### config.mk
export PLATFORM = sky130hd
export DESIGN_NAME = delta_list_event_scheduler_top
export DESIGN_NICKNAME = d
export VERILOG_FILES = /design/src/rtl/core/dles_pkg.sv /design/src/rtl/core/dles_ram.sv /design/src/rtl/core/delta_list_event_scheduler_top.sv
export SDC_FILE = /design/constraint.sdc
export NUM_CORES = 2
export LEC_CHECK = 0
export ABC_AREA = 1
export BUFFER_PORTS_ARGS = -buffer_cell sky130_fd_sc_hd__buf_2
export CAP_MARGIN = 5
export CORE_AREA = 2 2 486 488
export CTS_BUF_LIST = sky130_fd_sc_hd__clkbuf_4
export CTS_CLUSTER_DIAMETER = 200
export CTS_CLUSTER_SIZE = 30
export DETAILED_ROUTE_END_ITERATION = 10
export DIE_AREA = 0 0 488 490
export PLACE_DENSITY = 0.41
export RECOVER_POWER = 50
export SETUP_SLACK_MARGIN = 0.15
export SLEW_MARGIN = 20
export SYNTH_ARGS = -nofsm -noshare
export SYNTH_HDL_FRONTEND = slang
export SYNTH_SLANG_ARGS = --single-unit
### constraint.sdc
create_clock -name clk -period 5.9 [get_ports clk]
set_clock_uncertainty 0.1 [all_clocks]
set_input_delay 0.295 -clock clk [delete_from_list [all_inputs] [get_ports clk]]
set_output_delay 0.295 -clock clk [all_outputs]
set_load 0.01 [all_outputs]
### src/rtl/core/dles_pkg.sv
package dles_pkg;

    // Item kinds
    localparam logic [2:0] KIND_ADVANCE = 3'd0;
    localparam logic [2:0] KIND_ADD     = 3'd1;
    localparam logic [2:0] KIND_SET_CMP = 3'd2;
    localparam logic [2:0] KIND_POP     = 3'd3;
    localparam logic [2:0] KIND_SKIP    = 3'd4;
    localparam logic [2:0] KIND_RESET_Q = 3'd5;

    // Event types
    localparam logic [1:0] EV_VIDEO   = 2'd0;
    localparam logic [1:0] EV_COMPARE = 2'd1;

    // Error codes
    localparam logic [1:0] ERR_NONE  = 2'd0;
    localparam logic [1:0] ERR_FULL  = 2'd1;
    localparam logic [1:0] ERR_EMPTY = 2'd2;

    // Configuration register indexes
    localparam int          CFG_IDX_W     = 1;
    localparam logic [0:0]  CFG_INCREMENT = 1'd0;
    localparam logic [0:0]  CFG_VDELAY    = 1'd1;

    localparam logic [3:0]  INCREMENT_RESET = 4'd1;
    localparam logic [31:0] VDELAY_RESET    = 32'd62500;

    // One stored entry: type over a signed 33-bit delta
    localparam int ENTRY_W = 35;

    localparam logic signed [32:0] DELTA_MAX = 33'sh0_FFFF_FFFF;
    localparam logic signed [32:0] DELTA_MIN = 33'sh1_0000_0000;

    typedef struct packed {
        logic [2:0]  kind;
        logic [31:0] amount;
        logic [1:0]  ev_code;
    } item_t;

    typedef struct packed {
        logic        head_due;
        logic        popped_valid;
        logic [1:0]  popped_type;
        logic [31:0] count_now;
        logic        compare_pending;
        logic [4:0]  entries_used;
        logic [1:0]  error;
    } result_t;

    // Clamp a 34-bit signed value to the 33-bit delta range
    function automatic logic signed [32:0] sat33(input logic signed [33:0] v);
        logic signed [33:0] hi;
        logic signed [33:0] lo;
        hi = DELTA_MAX;
        lo = DELTA_MIN;
        if (v > hi)
        begin
            return DELTA_MAX;
        end
        else if (v < lo)
        begin
            return DELTA_MIN;
        end
        return v[32:0];
    endfunction

    function automatic logic signed [32:0] sub33(input logic signed [32:0] a,
                                                 input logic signed [32:0] b);
        logic signed [33:0] ax;
        logic signed [33:0] bx;
        ax = a;
        bx = b;
        return sat33(ax - bx);
    endfunction

    function automatic logic signed [32:0] add33(input logic signed [32:0] a,
                                                 input logic signed [32:0] b);
        logic signed [33:0] ax;
        logic signed [33:0] bx;
        ax = a;
        bx = b;
        return sat33(ax + bx);
    endfunction

endpackage

### src/rtl/core/dles_ram.sv
module dles_ram #(
    parameter int WIDTH = 8,
    parameter int DEPTH = 16
) (
    input  logic                     clk,
    input  logic                     we,
    input  logic [$clog2(DEPTH)-1:0] waddr,
    input  logic [WIDTH-1:0]         wdata,
    input  logic [$clog2(DEPTH)-1:0] raddr,
    output logic [WIDTH-1:0]         rdata
);

    logic [WIDTH-1:0] mem [DEPTH];

    // One write port, one registered read port
    always_ff @(posedge clk)
    begin
        if (we)
        begin
            mem[waddr] <= wdata;
        end
        rdata <= mem[raddr];
    end

endmodule

### src/rtl/core/delta_list_event_scheduler_top.sv
// Channel   Signals                               Direction
// item      item_valid, item_stall, item          in (stall out)
// result    result_valid, result_stall, result    out (stall in)
// config    cfg_valid, cfg_ready, cfg_index/data  in (ready out)
//
// Advance, skip, reset queue and unused kinds go straight to the done state; a pop,
// an add and a set compare may walk or shift the stored entries, with one memory
// read and one write per cycle while walking and shifting.
// After reset the queue holds one video event; no clearing pass is needed.
// A new item is taken while the previous result waits in the output register.
module delta_list_event_scheduler_top #(
    parameter int MAX_EVENTS = 16
) (
    input  logic                                clk,
    input  logic                                rst_n,
    input  logic                                item_valid,
    output logic                                item_stall,
    input  dles_pkg::item_t                     item,
    output logic                                result_valid,
    input  logic                                result_stall,
    output dles_pkg::result_t                   result,
    input  logic                                cfg_valid,
    output logic                                cfg_ready,
    input  logic [dles_pkg::CFG_IDX_W-1:0]      cfg_index,
    input  logic [31:0]                         cfg_data
);

    localparam int AW = (MAX_EVENTS > 1) ? $clog2(MAX_EVENTS) : 1;
    localparam int UW = $clog2(MAX_EVENTS + 1);

    localparam logic [3:0] S_IDLE      = 4'd0;
    localparam logic [3:0] S_INS_START = 4'd1;
    localparam logic [3:0] S_WALK_INS  = 4'd2;
    localparam logic [3:0] S_UP        = 4'd3;
    localparam logic [3:0] S_WR_HI     = 4'd4;
    localparam logic [3:0] S_WR_LO     = 4'd5;
    localparam logic [3:0] S_WALK_RC   = 4'd6;
    localparam logic [3:0] S_DOWN      = 4'd7;
    localparam logic [3:0] S_DONE      = 4'd8;

    logic [3:0]  state_reg, state_next;
    logic [31:0] count_reg, count_next;
    logic [31:0] cmp_reg, cmp_next;
    logic        flag_reg, flag_next;
    logic [UW-1:0] used_reg, used_next;
    logic signed [32:0] head_d_reg, head_d_next;
    logic [1:0]  head_t_reg, head_t_next;
    logic [3:0]  inc_reg;
    logic [31:0] vdelay_reg;
    logic signed [32:0] rem_reg, rem_next;
    logic [1:0]  type_in_reg, type_in_next;
    logic signed [32:0] hold_d_reg, hold_d_next;
    logic [1:0]  hold_t_reg, hold_t_next;
    logic [AW-1:0] pos_reg, pos_next;
    logic [AW-1:0] rd_addr_reg, rd_addr_next;
    logic        merge_reg, merge_next;
    logic        down_pop_reg, down_pop_next;
    logic [1:0]  err_reg, err_next;
    logic        popv_reg, popv_next;
    logic [1:0]  popt_reg, popt_next;
    logic        out_valid_reg, out_valid_next;
    dles_pkg::result_t out_reg, out_next;

    // Memory port signals
    logic                         ram_we;
    logic [AW-1:0]                ram_waddr;
    logic [dles_pkg::ENTRY_W-1:0] ram_wdata;
    logic [dles_pkg::ENTRY_W-1:0] ram_rdata;

    logic signed [32:0] rd_d;
    logic [1:0]         rd_t;
    logic [UW-1:0]      idx_u;
    logic [31:0]        cycles;
    logic signed [32:0] rem_step;

    logic accept;

    assign accept     = item_valid && !item_stall;
    assign item_stall = (state_reg != S_IDLE);
    assign cfg_ready  = 1'b1;
    assign result_valid = out_valid_reg;
    assign result       = out_reg;

    dles_ram #(
        .WIDTH(dles_pkg::ENTRY_W),
        .DEPTH(MAX_EVENTS)
    ) u_ram (
        .clk  (clk),
        .we   (ram_we),
        .waddr(ram_waddr),
        .wdata(ram_wdata),
        .raddr(rd_addr_next),
        .rdata(ram_rdata)
    );

    // Entry 0 lives in the head registers
    assign rd_d  = (rd_addr_reg == '0) ? head_d_reg : $signed(ram_rdata[32:0]);
    assign rd_t  = (rd_addr_reg == '0) ? head_t_reg : ram_rdata[34:33];
    assign idx_u = UW'(rd_addr_reg);
    assign cycles = 32'(item.amount * {28'd0, inc_reg});
    assign rem_step = dles_pkg::sub33(rem_reg, rd_d);

    // Sequencer
    always_comb
    begin
        state_next    = state_reg;
        count_next    = count_reg;
        cmp_next      = cmp_reg;
        flag_next     = flag_reg;
        used_next     = used_reg;
        head_d_next   = head_d_reg;
        head_t_next   = head_t_reg;
        rem_next      = rem_reg;
        type_in_next  = type_in_reg;
        hold_d_next   = hold_d_reg;
        hold_t_next   = hold_t_reg;
        pos_next      = pos_reg;
        rd_addr_next  = rd_addr_reg;
        merge_next    = merge_reg;
        down_pop_next = down_pop_reg;
        err_next      = err_reg;
        popv_next     = popv_reg;
        popt_next     = popt_reg;
        ram_we        = 1'b0;
        ram_waddr     = '0;
        ram_wdata     = '0;

        case (state_reg)
            S_IDLE:
            begin
                if (accept)
                begin
                    err_next   = dles_pkg::ERR_NONE;
                    popv_next  = 1'b0;
                    popt_next  = dles_pkg::EV_VIDEO;
                    state_next = S_DONE;
                    case (item.kind)
                        dles_pkg::KIND_ADVANCE:
                        begin
                            count_next = count_reg + cycles;
                            if (used_reg != '0)
                            begin
                                head_d_next = dles_pkg::sub33(head_d_reg,
                                                              $signed({1'b0, cycles}));
                            end
                        end
                        dles_pkg::KIND_ADD:
                        begin
                            rem_next     = $signed({1'b0, item.amount});
                            type_in_next = item.ev_code;
                            state_next   = S_INS_START;
                        end
                        dles_pkg::KIND_SET_CMP:
                        begin
                            flag_next = 1'b0;
                            if (item.amount != cmp_reg)
                            begin
                                cmp_next = item.amount;
                                if (item.amount != '0)
                                begin
                                    rem_next     = $signed({1'b0, item.amount - count_reg});
                                    type_in_next = dles_pkg::EV_COMPARE;
                                    if (used_reg == '0)
                                    begin
                                        state_next = S_INS_START;
                                    end
                                    else
                                    begin
                                        rd_addr_next = '0;
                                        state_next   = S_WALK_RC;
                                    end
                                end
                            end
                        end
                        dles_pkg::KIND_POP:
                        begin
                            if (used_reg == '0)
                            begin
                                err_next = dles_pkg::ERR_EMPTY;
                            end
                            else
                            begin
                                popv_next = 1'b1;
                                popt_next = head_t_reg;
                                if (head_t_reg == dles_pkg::EV_COMPARE)
                                begin
                                    flag_next = 1'b1;
                                end
                                if (used_reg == UW'(1))
                                begin
                                    used_next = '0;
                                end
                                else
                                begin
                                    rd_addr_next  = AW'(1);
                                    merge_next    = 1'b0;
                                    down_pop_next = 1'b1;
                                    state_next    = S_DOWN;
                                end
                            end
                        end
                        dles_pkg::KIND_SKIP:
                        begin
                            if (used_reg == '0)
                            begin
                                err_next = dles_pkg::ERR_EMPTY;
                            end
                            else
                            begin
                                count_next  = count_reg + (head_d_reg[31:0] - 32'd1);
                                head_d_next = 33'sd1;
                            end
                        end
                        dles_pkg::KIND_RESET_Q:
                        begin
                            head_d_next = $signed({1'b0, vdelay_reg});
                            head_t_next = dles_pkg::EV_VIDEO;
                            used_next   = UW'(1);
                        end
                        default:
                        begin
                        end
                    endcase
                end
            end

            // Insert: check room, then write entry 0 if the queue is empty, else walk from the head
            S_INS_START:
            begin
                if (used_reg >= UW'(MAX_EVENTS))
                begin
                    err_next   = dles_pkg::ERR_FULL;
                    state_next = S_DONE;
                end
                else if (used_reg == '0)
                begin
                    ram_we      = 1'b1;
                    ram_waddr   = '0;
                    ram_wdata   = {type_in_reg, rem_reg};
                    used_next   = UW'(1);
                    state_next  = S_DONE;
                end
                else
                begin
                    rd_addr_next = '0;
                    state_next   = S_WALK_INS;
                end
            end

            S_WALK_INS:
            begin
                if (rem_reg <= rd_d)
                begin
                    pos_next    = rd_addr_reg;
                    hold_d_next = rd_d;
                    hold_t_next = rd_t;
                    if (idx_u + UW'(1) < used_reg)
                    begin
                        rd_addr_next = AW'(used_reg - UW'(1));
                        state_next   = S_UP;
                    end
                    else
                    begin
                        state_next = S_WR_HI;
                    end
                end
                else
                begin
                    rem_next = rem_step;
                    if (idx_u + UW'(1) == used_reg)
                    begin
                        // Goes past the tail
                        ram_we     = 1'b1;
                        ram_waddr  = AW'(used_reg);
                        ram_wdata  = {type_in_reg, rem_step};
                        used_next  = used_reg + UW'(1);
                        state_next = S_DONE;
                    end
                    else
                    begin
                        rd_addr_next = AW'(idx_u + UW'(1));
                    end
                end
            end

            // Shift the tail up by one, highest entry first
            S_UP:
            begin
                ram_we    = 1'b1;
                ram_waddr = AW'(idx_u + UW'(1));
                ram_wdata = {rd_t, rd_d};
                if (rd_addr_reg == AW'(UW'(pos_reg) + UW'(1)))
                begin
                    state_next = S_WR_HI;
                end
                else
                begin
                    rd_addr_next = rd_addr_reg - AW'(1);
                end
            end

            S_WR_HI:
            begin
                ram_we     = 1'b1;
                ram_waddr  = AW'(UW'(pos_reg) + UW'(1));
                ram_wdata  = {hold_t_reg, dles_pkg::sub33(hold_d_reg, rem_reg)};
                state_next = S_WR_LO;
            end

            S_WR_LO:
            begin
                ram_we     = 1'b1;
                ram_waddr  = pos_reg;
                ram_wdata  = {type_in_reg, rem_reg};
                used_next  = used_reg + UW'(1);
                state_next = S_DONE;
            end

            // Find the first compare event; reads run one entry ahead
            S_WALK_RC:
            begin
                rd_addr_next = AW'(idx_u + UW'(1));
                if (rd_t == dles_pkg::EV_COMPARE)
                begin
                    if (idx_u + UW'(1) < used_reg)
                    begin
                        hold_d_next   = rd_d;
                        merge_next    = 1'b1;
                        down_pop_next = 1'b0;
                        state_next    = S_DOWN;
                    end
                    else
                    begin
                        used_next  = used_reg - UW'(1);
                        state_next = S_INS_START;
                    end
                end
                else if (idx_u + UW'(1) == used_reg)
                begin
                    state_next = S_INS_START;
                end
            end

            // Shift entries down by one; first write may fold in a removed delta
            S_DOWN:
            begin
                ram_we     = 1'b1;
                ram_waddr  = rd_addr_reg - AW'(1);
                merge_next = 1'b0;
                if (merge_reg)
                begin
                    ram_wdata = {rd_t, dles_pkg::add33(hold_d_reg, rd_d)};
                end
                else
                begin
                    ram_wdata = {rd_t, rd_d};
                end
                if (idx_u + UW'(1) < used_reg)
                begin
                    rd_addr_next = AW'(idx_u + UW'(1));
                end
                else
                begin
                    used_next  = used_reg - UW'(1);
                    state_next = down_pop_reg ? S_DONE : S_INS_START;
                end
            end

            S_DONE:
            begin
                if (!out_valid_reg || !result_stall)
                begin
                    state_next = S_IDLE;
                end
            end

            default:
            begin
                state_next = S_IDLE;
            end
        endcase

        // Head registers mirror entry 0
        if (ram_we && ram_waddr == '0)
        begin
            head_d_next = $signed(ram_wdata[32:0]);
            head_t_next = ram_wdata[34:33];
        end
    end

    // Output register
    always_comb
    begin
        out_valid_next = out_valid_reg;
        out_next       = out_reg;
        if (out_valid_reg && !result_stall)
        begin
            out_valid_next = 1'b0;
        end
        if (state_reg == S_DONE && (!out_valid_reg || !result_stall))
        begin
            out_valid_next           = 1'b1;
            out_next.head_due        = (used_reg != '0) &&
                                       (head_d_reg[32] || head_d_reg == '0);
            out_next.popped_valid    = popv_reg;
            out_next.popped_type     = popt_reg;
            out_next.count_now       = count_reg;
            out_next.compare_pending = flag_reg;
            out_next.entries_used    = 5'(used_reg);
            out_next.error           = err_reg;
        end
    end

    // Control and status registers
    always_ff @(posedge clk or negedge rst_n)
    begin
        if (!rst_n)
        begin
            state_reg     <= S_IDLE;
            count_reg     <= '0;
            cmp_reg       <= '0;
            flag_reg      <= 1'b0;
            used_reg      <= UW'(1);
            head_d_reg    <= $signed({1'b0, dles_pkg::VDELAY_RESET});
            head_t_reg    <= dles_pkg::EV_VIDEO;
            inc_reg       <= dles_pkg::INCREMENT_RESET;
            vdelay_reg    <= dles_pkg::VDELAY_RESET;
            merge_reg     <= 1'b0;
            down_pop_reg  <= 1'b0;
            rd_addr_reg   <= '0;
            out_valid_reg <= 1'b0;
        end
        else
        begin
            state_reg     <= state_next;
            count_reg     <= count_next;
            cmp_reg       <= cmp_next;
            flag_reg      <= flag_next;
            used_reg      <= used_next;
            head_d_reg    <= head_d_next;
            head_t_reg    <= head_t_next;
            merge_reg     <= merge_next;
            down_pop_reg  <= down_pop_next;
            rd_addr_reg   <= rd_addr_next;
            out_valid_reg <= out_valid_next;
            if (cfg_valid && cfg_ready)
            begin
                if (cfg_index == dles_pkg::CFG_INCREMENT)
                begin
                    inc_reg <= cfg_data[3:0];
                end
                else if (cfg_index == dles_pkg::CFG_VDELAY)
                begin
                    vdelay_reg <= cfg_data;
                end
            end
        end
    end

    // Working payload registers
    always_ff @(posedge clk)
    begin
        rem_reg     <= rem_next;
        type_in_reg <= type_in_next;
        hold_d_reg  <= hold_d_next;
        hold_t_reg  <= hold_t_next;
        pos_reg     <= pos_next;
        err_reg     <= err_next;
        popv_reg    <= popv_next;
        popt_reg    <= popt_next;
        out_reg     <= out_next;
    end

endmodule

==> results.json <==
{
  "dp_hpwl_um": 190100,
  "worstPathMaxFanout": 10,
  "critPathLaunchType": "flop",
  "layout.cells.non_filler": 11279,
  "die_h_um": 490,
  "io_pins": 122,
  "ys_ff_latch": 870,
  "synth-seq-area-share": 0.4305,
  "finalSetupViolCount": 70,
  "mostFrequentLayoutCells": "1435 x nand2_1, 1245 x inv_1, 830 x nand3_1, 683 x edfxtp_1, 652 x buf_4",
  "fillers": 25082,
  "placed_cells": 10967,
  "yosysTopAreaCellShare": 0.3527,
  "hold_viol": 0,
  "coreArea_um2": 234100,
  "fin_crit_ns": 6.050,
  "start_util": 0.2484,
  "slew_violations": 175,
  "worstMarginPinSlew_ns": 4.146,
  "clkSlewWorstSetupHoldPaths_ns": 0.34,
  "dieArea_um2": 239100,
  "clockBufferDepth": 3,
  "grt_max_degree": 159,
  "synth_area_leaders": "edfxtp_1 35%, nand2_1 9.5%, inv_1 8.2%",
  "detail_route.wl_per_cell_um": 22.18,
  "worst_slack_ns": -0.1505,
  "drt-total-wl_um": 250200,
  "ys_async_sr_fraction": 0.1747,
  "first_pass_iters": 9,
  "seqCellArea_um2": 25040,
  "cp_common_cell": "buf_4",
  "synth_cells": 7217,
  "nets": 8532,
  "cts_root_buf": "clkbuf_4",
  "yosysWarningCount": 0,
  "final_common_cell": "nand2_1",
  "clock_latency_ns": 1.21,
  "route.vias.total": 53383,
  "tritoncts": "built",
  "grt.overflow.total": 0,
  "failed_checks": "DRC, capacitance limit, slew limit, setup timing",
  "syn-num-nets": 7653,
  "slowest_stage": "nor4_1",
  "synth_top_area_cell": "edfxtp_1",
  "die_w_um": 488,
  "rows": 178,
  "final_util": 0.3096,
  "multi_input_area_um2": 28080,
  "finalCritPeriodShare": 1.026,
  "synth_edf_count": 683,
  "grt_pass1_vias": 52422,
  "synth_cell_types": 68,
  "grtUsageTotal": 0.2044,
  "arrival_ns": 7.02,
  "slew_headroom": -1.764,
  "hold_class": "in2reg",
  "clock.fmax_ghz": 0.1653,
  "grt_setup_unrepaired": "yes",
  "antenna_found_initial": 11,
  "largest_register_ffs": 560,
  "place.gp.congestion": 0.9624,
  "drive_above_1_share": 0.1523,
  "syn-cell-area_um2": 58150,
  "slowest_delay_ns": 0.53,
  "htreeDepth": 2,
  "remaining_drc_errors": 1,
  "drt_iter0_markers": 4080,
  "grt_pass1_wl_um": 362900,
  "ant_nets": 0,
  "regMostFlops": "u_ram.mem",
  "syn2layout_area_growth_pct": 24.64,
  "worstSetupEndpointType": "flop",
  "worstSetupPathType": "reg2reg",
  "cts.sinks": 870,
  "ys.flop_type": "edfxtp_1",
  "avgSynthCellArea_um2": 8.057,
  "worstPathRequired_ns": 6.87,
  "via_per_inst": 4.733,
  "numCtsBuffers": 36,
  "cap_violations": 3,
  "portBuffers": 120,
  "run_status": "complete, but fails checks"
}
-- area by class of cell --
class | instances | share of cell area
Clock inverter | 8 | 0.001398
Timing Repair Buffer | 1125 | 0.1385
Tap cell | 3150 | 0.05438
Sequential cell | 870 | 0.3454
Inverter | 1289 | 0.06691
Clock buffer | 54 | 0.005593
Multi-Input combinational cell | 4774 | 0.3875
Antenna cell | 9 | 0.0003107
-- cells in the mapped netlist, types with 5 or more instances --
| master | instances |
|---|---|
| a22oi_1 | 23 |
| a221oi_1 | 17 |
| fa_1 | 64 |
| o221ai_1 | 6 |
| nand3b_1 | 152 |
| or2_2 | 9 |
| nand2_1 | 1479 |
| clkbuf_1 | 129 |
| buf_6 | 27 |
| o21a_1 | 16 |
| nor2_1 | 443 |
| a21o_1 | 34 |
| o21ai_1 | 16 |
| a21boi_0 | 14 |
| dfrtp_1 | 136 |
| nand4_1 | 58 |
| nor3_1 | 39 |
| buf_1 | 19 |
| a31oi_1 | 48 |
| dfstp_2 | 16 |
| o22ai_1 | 21 |
| dfxtp_1 | 35 |
| o21ai_0 | 405 |
| inv_2 | 12 |
| o21bai_1 | 47 |
| nor2_2 | 5 |
| inv_1 | 1272 |
| a211oi_1 | 14 |
| xor2_1 | 101 |
| xnor2_1 | 104 |
| ha_1 | 297 |
| nor4_1 | 24 |
| mux2_2 | 9 |
| nand2_2 | 10 |
| nand3_1 | 842 |
| edfxtp_1 | 683 |
| buf_2 | 96 |
| a21oi_1 | 407 |
| o211ai_1 | 19 |
| o311ai_0 | 5 |
| buf_4 | 12 |
-- worst max-delay path: cells and delay by family (launching register included) --
kind / cells / cell delay (ns)
AND/OR/NAND/NOR: 13 / 2.03
buffers and inverters: 10 / 1.42
adder cells (fa/ha/maj): 4 / 1.74
AO/OA/AOI/OAI: 2 / 0.17
flip-flops: 1 / 0.52
-- stage by stage --
stage	setup TNS, ns	worst slack (ns)	cell area, um^2	hold WS (ns)
global route	-37.17	-0.4005	72460	0.07295
global placement	-14.67	-0.4857	68610	0.2421
detailed placement	-16.29	-0.5526	68610	0.2471
finish	-5.540	-0.1505	72480	0.1707
floorplan	0	0.1594	58190	-0.1006
CTS	-0.2745	-0.03422	71700	0.0001791
-- repair_timing --
item,in CTS,in global routing
setup endpoints to repair,464,531
hold endpoints to repair,405,0
pin swaps,27,67
gates resized for setup,78,222
buffers inserted,15,16
hold buffers,204,0
gates cloned,2,4
-- logic make-up after synthesis --
group / count (synthesis) / share of synthesized area
other cells: 1 / 0.00006449
simple gates: 3084 / 0.2348
flops: 870 / 0.4305
xor+xnor: 206 / 0.03116
buf+inv: 1573 / 0.1081
fa+ha+maj: 361 / 0.08594
mux: 9 / 0.001743
compound gates: 1113 / 0.1077
-- worst paths after layout --
check                                 end        from  cells past startpoint  slack (ns)
max                        head_d_reg[27]  inc_reg[2]                     29       -0.15
min                           rem_reg[31]    item[33]                      4        0.17
max reg2reg                head_d_reg[27]  inc_reg[2]                     29       -0.15
min reg2reg                     result[7]    flag_reg                      0        0.40
max in group asynchronous      inc_reg[3]       rst_n                      5        0.81
min in group asynchronous   count_reg[11]       rst_n                      5        2.20
-- routing by layer --
layer,global-route usage,up-vias,share of wire
met3,0.01964,223,0.048
met5,0,-,0.00089
li1,-,25568,-
met4,0.05444,4,0.029
met1,0.2935,26215,0.47
met2,0.3256,1373,0.45
Power is not shown: default switching activity piles up to over one toggle a cycle in this logic, so the estimate is an artifact.
